File: config.mk
export PLATFORM = sky130hd
export DESIGN_NAME = packet_header_crc_validator
export DESIGN_NICKNAME = d
export VERILOG_FILES = /design/src/phcv_pkg.sv /design/src/packet_header_crc_validator.sv
export SDC_FILE = /design/constraint.sdc
export NUM_CORES = 1
export LEC_CHECK = 0
export ABC_AREA = 1
export ABC_CLOCK_PERIOD_IN_PS = 2800
export BUFFER_PORTS_ARGS = -buffer_cell sky130_fd_sc_hd__buf_2
export CAP_MARGIN = 20
export CORE_AREA = 10 10 116 118
export DETAILED_ROUTE_END_ITERATION = 10
export DIE_AREA = 0 0 126 128
export PLACE_DENSITY = 0.79
export SLEW_MARGIN = 25
export SYNTH_ARGS = -nofsm -noshare
export SYNTH_HDL_FRONTEND = slang
export SYNTH_SLANG_ARGS = --single-unit
File: constraint.sdc
create_clock -name clock -period 2.8 [get_ports clock]
set_clock_uncertainty 0.2 [all_clocks]
set_input_delay 0.7 -clock clock [delete_from_list [all_inputs] [get_ports clock]]
set_output_delay 0.7 -clock clock [all_outputs]
set_load 0.005 [all_outputs]
File: src/phcv_pkg.sv
package phcv_pkg;

   // Verdict codes carried in the result item.
   localparam logic [1:0] VERDICT_OK         = 2'd0;
   localparam logic [1:0] VERDICT_LENGTH_ERR = 2'd1;
   localparam logic [1:0] VERDICT_FORMAT_ERR = 2'd2;

   // Configuration register indexes.
   localparam int unsigned CSR_INDEX_W = 1;
   localparam logic [CSR_INDEX_W-1:0] CSR_SERVICE_ID    = 1'd0;
   localparam logic [CSR_INDEX_W-1:0] CSR_ALLOWED_FLAGS = 1'd1;

   // Fixed header values and CRC-16/CCITT-FALSE constants.
   localparam logic [7:0]  HDR_SYNC    = 8'haa;
   localparam logic [7:0]  HDR_TYPE    = 8'h21;
   localparam logic [7:0]  HDR_VERSION = 8'h01;
   localparam logic [7:0]  HDR_ZERO    = 8'h00;
   localparam logic [15:0] CRC_INIT    = 16'hffff;
   localparam logic [15:0] CRC_POLY    = 16'h1021;
   localparam int unsigned MIN_PACKET  = 11;
   localparam int unsigned LEN_OUT_MAX = 511;

   typedef struct packed {
      logic [7:0] data_byte;
      logic       last_byte;
   } req_item_type;

   typedef struct packed {
      logic [1:0] verdict;
      logic [7:0] sequence_number;
      logic [7:0] flag_bits;
      logic [8:0] packet_length;
   } rsp_item_type;

   // One byte through the CRC, MSB first, unrolled over the eight bits.
   function automatic logic [15:0] crc_feed(input logic [15:0] crc, input logic [7:0] b);
      logic [15:0] acc;
      acc = crc ^ {b, 8'h00};
      for (int k = 0; k < 8; k++) begin
         acc = acc[15] ? ({acc[14:0], 1'b0} ^ CRC_POLY) : {acc[14:0], 1'b0};
      end
      return acc;
   endfunction

endpackage

File: src/packet_header_crc_validator.sv
// A verdict is registered in the result register as its packet's last byte leaves the input register.
// Throughput: one byte per cycle; the input register feeds a single combinational pass
// (header checks and a byte-wide CRC step) into the result register.
// The input stalls only while a last byte waits behind a result not yet taken.
// Reset is synchronous: it clears the pipeline, the packet state and both registers.
module packet_header_crc_validator
   import phcv_pkg::*;
#(
   parameter int unsigned MAX_PACKET_BYTES = 511
) (
   input  logic                   clock,
   input  logic                   reset,
   input  logic                   req_valid,
   output logic                   req_ready,
   input  req_item_type           req_item,
   output logic                   rsp_valid,
   input  logic                   rsp_ready,
   output rsp_item_type           rsp_item,
   input  logic                   csr_write,
   input  logic [CSR_INDEX_W-1:0] csr_index,
   input  logic [7:0]             csr_wdata
);

   localparam int unsigned CNT_W = $clog2(MAX_PACKET_BYTES + 1);
   localparam int unsigned LW    = (CNT_W > 9) ? CNT_W : 9;
   localparam logic [CNT_W-1:0] CNT_MAX = CNT_W'(MAX_PACKET_BYTES);

   // Configuration registers.
   logic [7:0] service_id_ff;
   logic [7:0] allowed_flags_ff;

   // Input register.
   logic         s1_valid_ff, s1_valid_in;
   req_item_type s1_item_ff;

   // Per-packet state.
   logic [CNT_W-1:0] byte_index_ff, byte_index_in;
   logic [15:0]      crc_ff, crc_in;
   logic [7:0]       delay0_ff, delay0_in;
   logic [7:0]       delay1_ff, delay1_in;
   logic [7:0]       declared_ff, declared_in;
   logic             header_good_ff, header_good_in;
   logic [7:0]       seq_ff, seq_in;
   logic [7:0]       flag_ff, flag_in;

   // Result register.
   logic         rsp_valid_ff, rsp_valid_in;
   rsp_item_type rsp_item_ff, rsp_item_in;

   logic          s1_advance;
   logic          s1_fire;
   logic          s1_last;
   logic [7:0]    b;
   logic [LW-1:0] pos;
   logic [LW-1:0] len;
   logic [LW-1:0] declared_ext;
   logic [15:0]   trailing;

   assign s1_last    = s1_item_ff.last_byte;
   assign b          = s1_item_ff.data_byte;
   assign s1_advance = !s1_last || !rsp_valid_ff || rsp_ready;
   assign s1_fire    = s1_valid_ff && s1_advance;
   assign req_ready  = !s1_valid_ff || s1_advance;
   assign s1_valid_in = req_ready ? req_valid : s1_valid_ff;

   // Configuration writes; an index beyond the list is dropped.
   always_ff @(posedge clock) begin
      if (reset) begin
         service_id_ff    <= '0;
         allowed_flags_ff <= '0;
      end else if (csr_write) begin
         case (csr_index)
            CSR_SERVICE_ID:    service_id_ff    <= csr_wdata;
            CSR_ALLOWED_FLAGS: allowed_flags_ff <= csr_wdata;
            default: ;
         endcase
      end
   end

   // Single pass over one byte: count, header checks, CRC and verdict.
   always_comb begin
      pos            = LW'(byte_index_ff);
      byte_index_in  = (byte_index_ff < CNT_MAX) ? byte_index_ff + 1'b1 : byte_index_ff;
      len            = LW'(byte_index_in);
      header_good_in = header_good_ff;
      seq_in         = seq_ff;
      declared_in    = declared_ff;
      flag_in        = flag_ff;
      crc_in         = crc_ff;

      case (pos)
         LW'(0): if (b != HDR_SYNC) header_good_in = 1'b0;
         LW'(1): if (b != HDR_TYPE) header_good_in = 1'b0;
         LW'(2): seq_in = b;
         LW'(3): declared_in = b;
         LW'(4): if (b != HDR_VERSION) header_good_in = 1'b0;
         LW'(5): if (b != HDR_VERSION) header_good_in = 1'b0;
         LW'(6): if (b != service_id_ff) header_good_in = 1'b0;
         LW'(7): if (b != HDR_ZERO) header_good_in = 1'b0;
         LW'(8): begin
            flag_in = b;
            if ((b & ~allowed_flags_ff) != 8'h00) header_good_in = 1'b0;
         end
         default: ;
      endcase

      // The byte two places back joins the sum once it is byte 8 or later.
      if (pos >= LW'(10)) begin
         crc_in = crc_feed(crc_ff, delay1_ff);
      end
      trailing  = {b, delay0_ff};
      delay1_in = delay0_ff;
      delay0_in = b;

      declared_ext = LW'(declared_in);
      rsp_item_in.sequence_number = seq_in;
      rsp_item_in.flag_bits       = flag_in;
      rsp_item_in.packet_length   = (len > LW'(LEN_OUT_MAX)) ? 9'(LEN_OUT_MAX) : len[8:0];
      if (byte_index_in >= CNT_MAX || len < LW'(MIN_PACKET)
          || declared_ext != len - LW'(8)) begin
         rsp_item_in.verdict = VERDICT_LENGTH_ERR;
      end else if (!header_good_in || crc_in != trailing) begin
         rsp_item_in.verdict = VERDICT_FORMAT_ERR;
      end else begin
         rsp_item_in.verdict = VERDICT_OK;
      end

      // A result appears for a last byte; a waiting result leaves when taken.
      if (s1_fire && s1_last) begin
         rsp_valid_in = 1'b1;
      end else if (rsp_ready) begin
         rsp_valid_in = 1'b0;
      end else begin
         rsp_valid_in = rsp_valid_ff;
      end
   end

   // Control registers.
   always_ff @(posedge clock) begin
      if (reset) begin
         s1_valid_ff    <= 1'b0;
         rsp_valid_ff   <= 1'b0;
         byte_index_ff  <= '0;
         crc_ff         <= CRC_INIT;
         delay0_ff      <= '0;
         delay1_ff      <= '0;
         declared_ff    <= '0;
         header_good_ff <= 1'b1;
         seq_ff         <= '0;
         flag_ff        <= '0;
      end else begin
         s1_valid_ff  <= s1_valid_in;
         rsp_valid_ff <= rsp_valid_in;
         if (s1_fire) begin
            if (s1_last) begin
               byte_index_ff  <= '0;
               crc_ff         <= CRC_INIT;
               delay0_ff      <= '0;
               delay1_ff      <= '0;
               declared_ff    <= '0;
               header_good_ff <= 1'b1;
               seq_ff         <= '0;
               flag_ff        <= '0;
            end else begin
               byte_index_ff  <= byte_index_in;
               crc_ff         <= crc_in;
               delay0_ff      <= delay0_in;
               delay1_ff      <= delay1_in;
               declared_ff    <= declared_in;
               header_good_ff <= header_good_in;
               seq_ff         <= seq_in;
               flag_ff        <= flag_in;
            end
         end
      end
   end

   // Payload registers.
   always_ff @(posedge clock) begin
      if (req_valid && req_ready) begin
         s1_item_ff <= req_item;
      end
      if (s1_fire && s1_last) begin
         rsp_item_ff <= rsp_item_in;
      end
   end

   assign rsp_valid = rsp_valid_ff;
   assign rsp_item  = rsp_item_ff;

   // A new result only follows a last byte leaving the input register.
   assert property (@(posedge clock) disable iff (reset)
      $rose(rsp_valid_ff) |-> $past(s1_fire && s1_last))
      else $error("result raised without a last byte");

   // The packet state is cleared after each verdict.
   assert property (@(posedge clock) disable iff (reset)
      (s1_fire && s1_last) |=> (byte_index_ff == '0 && crc_ff == CRC_INIT && header_good_ff))
      else $error("packet state not cleared after verdict");

   // The input only stalls behind a last byte blocked by an untaken result.
   assert property (@(posedge clock) disable iff (reset)
      !req_ready |-> (s1_valid_ff && s1_last && rsp_valid_ff && !rsp_ready))
      else $error("input stalled without cause");

   // A good verdict implies at least the minimum packet length.
   assert property (@(posedge clock) disable iff (reset)
      (rsp_valid_ff && rsp_item_ff.verdict == VERDICT_OK)
         |-> (rsp_item_ff.packet_length >= 9'(MIN_PACKET)))
      else $error("good verdict on a short packet");

endmodule
# Yosys cells after proc, flatten, opt, wreduce, memory -nomap -nowiden
# Index checks and enable logic that the tools add are counted.
[word_totals]
wordCells = 102
output_inout_bits = 29
reg_bits = 120
[classes]
n_reduce_logical = 20
n_eq_ne = 14
n_bitwise = 12
magnitude_cmp = 5
n_mux = 31
n_addsub = 2
[op_table]
columns = ["operator", "n"]
rows = [
  ["two-way mux 13 bit", 8],
  ["two-way mux 8 bit", 8],
  ["== test 9 x 3 -> 1 bit (second input constant)", 4],
  ["two-way mux 16 bit", 2],
  ["NOT 3 bit", 8],
  ["== test 9 x 2 -> 1 bit (second input constant)", 2],
  ["two-way mux 9 bit", 2],
  ["!= test 16 bit", 1],
  ["nonzero test 8 bit", 2],
  ["bitwise XOR 16 bit", 1],
  ["adder 9 x 1 -> 9 bit (second input constant)", 1],
  ["== test 9 x 1 -> 1 bit (second input constant)", 1],
  ["== test 9 x 4 -> 1 bit (second input constant)", 1],
  [">= comparator 9 x 4 -> 1 bit (second input constant)", 1],
  [">= comparator 9 bit (second input constant)", 1],
  ["greater-than comparator 9 bit (second input constant)", 1],
  ["logical NOT 9 bit", 1],
  ["< comparator 9 x 4 -> 1 bit (second input constant)", 1],
  ["< comparator 9 bit (second input constant)", 1],
  ["two-way mux 1 bit", 9],
  ["!= test 8 x 9 -> 1 bit", 1],
  ["subtractor 9 x 4 -> 9 bit (second input constant)", 1],
  ["bitwise AND 8 bit", 1],
  ["!= test 8 x 1 -> 1 bit (second input constant)", 1],
  ["other kinds (13)", 24],
]

# Logic depth before layout (Yosys ltp)
[logic_depth]
ltp_word = 21
mapped_depth = 19
mapped_depth_nobuf = 18

# Least setup slack after synthesis
# OpenSTA, ideal clock, no wires.
[synth_path]
kind = "flip-flop to flip-flop"
startpoint = "register byte_index_ff[0]"
endpoint = "register rsp_item_ff, in the netlist rsp_item[25], data pin"
path_buffers = 0
required_ns = 2.348
synth_period_minus_slack_ns = 2.566
arrival_time_ns = 2.114
path_stages_with_launch = 16
slack_ns = 0.234
cell_sequence = "dfxtp_1 -> ha_1 -> nand2_1 -> o21ai_1 -> nand2_1 -> nor2_1 -> ha_1 -> nand3_1 -> nor2_1 -> nand3_1 -> nand2_1 -> nand2_1 -> nor2_1 -> nand2_1 -> nor2_2 -> inv_1"
[synth_between]
elab_chain_cells = 5
[synth_rtl]
columns = ["element", "line", "text"]
rows = [
  ["start: declaration", "packet_header_crc_validator.sv:37", "logic [CNT_W-1:0] byte_index_ff, byte_index_in;"],
  ["start signal: assignment", "packet_header_crc_validator.sv:165", "byte_index_ff <= byte_index_in;"],
  ["adder 9 x 1 -> 9 bit / < comparator 9 bit (equally long branches)", "packet_header_crc_validator.sv:83", "byte_index_in = (byte_index_ff < CNT_MAX) ? byte_index_ff + 1'b1 : byte_index_ff;"],
  ["two-way mux 9 bit", "packet_header_crc_validator.sv:83", ""],
  ["subtractor 9 x 4 -> 9 bit, or another cell as far along", "packet_header_crc_validator.sv:120", "|| declared_ext != len - LW'(8)) begin"],
  ["!= test 8 x 9 -> 1 bit / logical OR 1 bit (equally long branches)", "packet_header_crc_validator.sv:120, packet_header_crc_validator.sv:119", ""],
  ["logical OR 1 bit (*)", "packet_header_crc_validator.sv:120", ""],
  ["end signal: assignment", "packet_header_crc_validator.sv:184", "rsp_item_ff <= rsp_item_in;"],
  ["end: declaration", "packet_header_crc_validator.sv:48", "rsp_item_type rsp_item_ff, rsp_item_in;"],
]
# Every way passes the cells marked *; elsewhere a longest branch is shown, timed or not.
# A chain may end at the register's enable or synchronous reset.

# Worst setup path in the final report
[layout_path]
startpoint = "register byte_index_ff[1]"
endpoint = "register rsp_item_ff, in the netlist rsp_item[25], data pin"
# Same word-level chain as after synthesis.

==> results.yml <==
run_status:
  status: "finished clean"
worst_setup_path:
  cp_common_cell: "nand2_1"
  cp_slowest_stage_delay_ps: 380
  critPathMaxFanout: 6
  worstPathCellList: "ha_1 -> nand2_1 -> o21ai_1 -> nand2_2 -> nor2_4 -> ha_1 -> nand3_1 -> nor2_1 -> nand3_1 -> nand2_1 -> nand2_1 -> nor2_1 -> nand2_1 -> nor2_2 -> inv_1"
  end_kind: "register"
  arrival_ps: 2540
  timing.rr.start: "byte_index_ff[1]"
  cp.depth: 15
  worst-setup-path-type: "register to register"
  crit_buf_inv: 1
  slowest_stage: "dfxtp_2"
  ff2ff_path_depth: 15
  cp_data_required_time_ps: 2780
  r2r-end: "rsp_item[25]"
  reg2reg_slack_ps: 240
  cp-start-kind: "register"
  crit_family: "simple AND/OR/NAND/NOR gates"
die:
  start_util: 0.588
  fp.dieArea_um2: 16100
  rows: 39
  die_w_um: 126
  die_h_um: 128
  pin_count: 52
  coreArea_um2: 11200
finish:
  area_growth_pct: 15.9
  multiInputGateArea_um2: 3270
  fill_cells: 962
  drive_gt1_frac: 0.142
  nets: 1075
  final-seq-area_um2: 2770
  layoutNonFillerInstCount: 1201
  fin_area_um2: 7650
  diodes: 0
sta:
  fin_crit_sh: 0.915
  min_period_ps: 2560
  setup-tns-final_ps: 0
  hold_viol_final: 0
  setup_ws_ps: 237
  rsz0062_at_grt: "no"
  worst_pin_slew_ps: 652
  fmax_ghz: 0.390
  setup_viol: 0
  relSlewSlack: 0.564
  maxSlewViolCount: 0
clock_tree:
  hold_buffers: 0
  clk_pin_slew_ps: 60
  cts_root_buf: "clkbuf_16"
  clock_latency_ps: 420
  postCtsSetupRepairBufs: 0
  cts_tree: "built"
  cts-resized-gates: 0
  clock_sink_count: 120
  cts_inserted_buffers: 17
  clock_path_buffers: 2
  cts_max_level: 4
drt:
  routed_via_density: 5.44
  wirelength_um: 17800
  dr_wl_met3_um: 1790
  wl_met1_um: 7450
  top_layer: "met4"
  ant_nets: 0
  dr.pass1.iters: 6
  first_iter_violations: 811
  vias: 6533
  avgRoutedWirePerCell_um: 14.8
  route.met2.wl_um: 8160
  drc: 0
synth:
  yosys_warnings: 0
  netlist-cell-type-count: 33
  synth_area_um2: 6600
  syn_inst: 990
  seq_area_frac_synth: 0.418
  syn_area_per_cell_um2: 6.67
  synth_seq_cells: 120
  syn_nets: 1020
grt:
  grt_pass1_wl_um: 29900
  grt_start_max_net_pins: 52
  grtUsageTotal: 0.222
  grt_overflow: 0
  antenna_found_initial: 0
  grt_pass1_vias: 6129
pwr:
  ir_drop_v: 0.000423
  p_leak_uw: 0.00351
  finalPower_uw: 4390
  p_per_area_nw_per_um2: 574
placement:
  placed_cell_area_um2: 7030
  pre_cts_ws_ps: 84.9
  gp_congestion: 0.958
  dpl.cell_count: 1168
  dp_hpwl_um: 12200
  port_buffers: 51
hold_path:
  min_path_type: "register to register"
  hold_depth: 2
  min-delay-start: "allowed_flags_ff[3]"
  min_to: "allowed_flags_ff[3]"
flow_run:
  drv_cap: 0
-- through the flow --
| stage | util | hold WS (ps) |
|---|---|---|
| floorplan | - | 229 |
| global placement | 0.623 | 239 |
| detailed placement | 0.627 | 244 |
| CTS | 0.678 | 251 |
| global route | 0.681 | 255 |
| finish | 0.681 | 250 |
-- power breakdown --
part / internal (uW) / switching, uW
Sequential: 1840 / 44.1
Combinational: 119 / 246
Clock: 1260 / 880
-- registers in the layout, indices dropped and copies added (netlist names) --
| name | cells |
|---|---|
| allowed_flags_ff | 8 |
| crc_ff | 16 |
| delay0_ff | 8 |
| s1_valid_ff | 1 |
| rsp_valid | 1 |
| seq_ff | 8 |
| service_id_ff | 8 |
| header_good_ff | 1 |
| byte_index_ff | 9 |
| s1_last | 1 |
| flag_ff | 8 |
| b | 8 |
| delay1_ff | 8 |
| rsp_item | 27 |
| declared_ff | 8 |
-- cell type report --
cell class              count  share of cell area
multi-input cells         727               0.427
repair buffers             73              0.0586
well taps                 143              0.0234
clock inverters            14              0.0178
clock buffers              18              0.0574
inverters                 105              0.0520
repair inverters            1            0.000982
flip-flops and latches    120               0.363
-- layout by cell type, fill, tap and decap left out, types with 2 or more instances in the layout --
cell type	Yosys	routed
nand2_1	414	411
inv_1	97	97
nand3_1	83	83
a21oi_1	77	77
dfxtp_1	84	77
buf_2	2	51
nor2_1	52	50
o21ai_0	46	46
edfxtp_1	36	36
buf_4	2	20
clkbuf_16	0	17
nand2_2	12	14
ha_1	7	7
inv_2	6	6
o21ai_1	6	6
dfxtp_2	0	6
nand4_1	5	5
o211ai_1	5	5
inv_6	0	5
nor2_4	2	4
clkinvlp_4	0	4
nand3_2	3	3
xnor2_1	3	3
clkinv_4	0	3
nor2_2	2	2
nor3_2	2	2
clkinv_2	0	2
-- worst max path at each step --
stage	startpoint	to
global route	byte_index_ff[3]	rsp_item[25]
detailed placement	byte_index_ff[1]	rsp_item[25]
floorplan	byte_index_ff[0]	rsp_item[25]
global placement	byte_index_ff[1]	rsp_item[25]
CTS	byte_index_ff[1]	rsp_item[25]
finish	byte_index_ff[1]	rsp_item[25]
-- tightest hold or removal path, stage by stage, from the launching register on --
cell and delay (ps):
dfxtp_1 290, inv_1 60, a21oi_1 50
-- synthesized netlist by cell type, drive strengths merged --
master / instances / area (um^2)
clkinv: 2 / 7.51
o211ai: 5 / 37.5
nand4: 6 / 43.8
inv: 103 / 387
dfxtp: 84 / 1680
ha: 7 / 87.6
o21ai: 53 / 269
nand3b: 1 / 7.51
xor2: 1 / 8.76
clkbuf: 26 / 97.6
edfxtp: 36 / 1080
nor2: 57 / 250
a21oi: 77 / 385
buf: 12 / 108
nand2: 426 / 1630
nand3: 87 / 463
o22ai: 1 / 6.26
xnor2: 3 / 26.3
nor3: 3 / 25.0
-- layer usage --
metal  vias up  global-route usage
met5         -                   0
met1      2912               0.277
li1       3258                   -
met3        53              0.0682
met4         0              0.0623
met2       310               0.365
-- cell families (layout without fill, tap and decap cells) --
| family | Yosys count | in the layout | share of synthesized area |
|---|---|---|---|
| buffers and inverters | 143 | 211 | 0.0908 |
| DFF | 120 | 120 | 0.418 |
| xor gates and xnor gates | 4 | 4 | 0.00531 |
| AOI/OAI and AO/OA | 136 | 136 | 0.106 |
| and+or+nand+nor | 580 | 580 | 0.366 |
| adders and majority gates | 7 | 7 | 0.0133 |
Note: power is estimated with default switching activity, not from simulation.
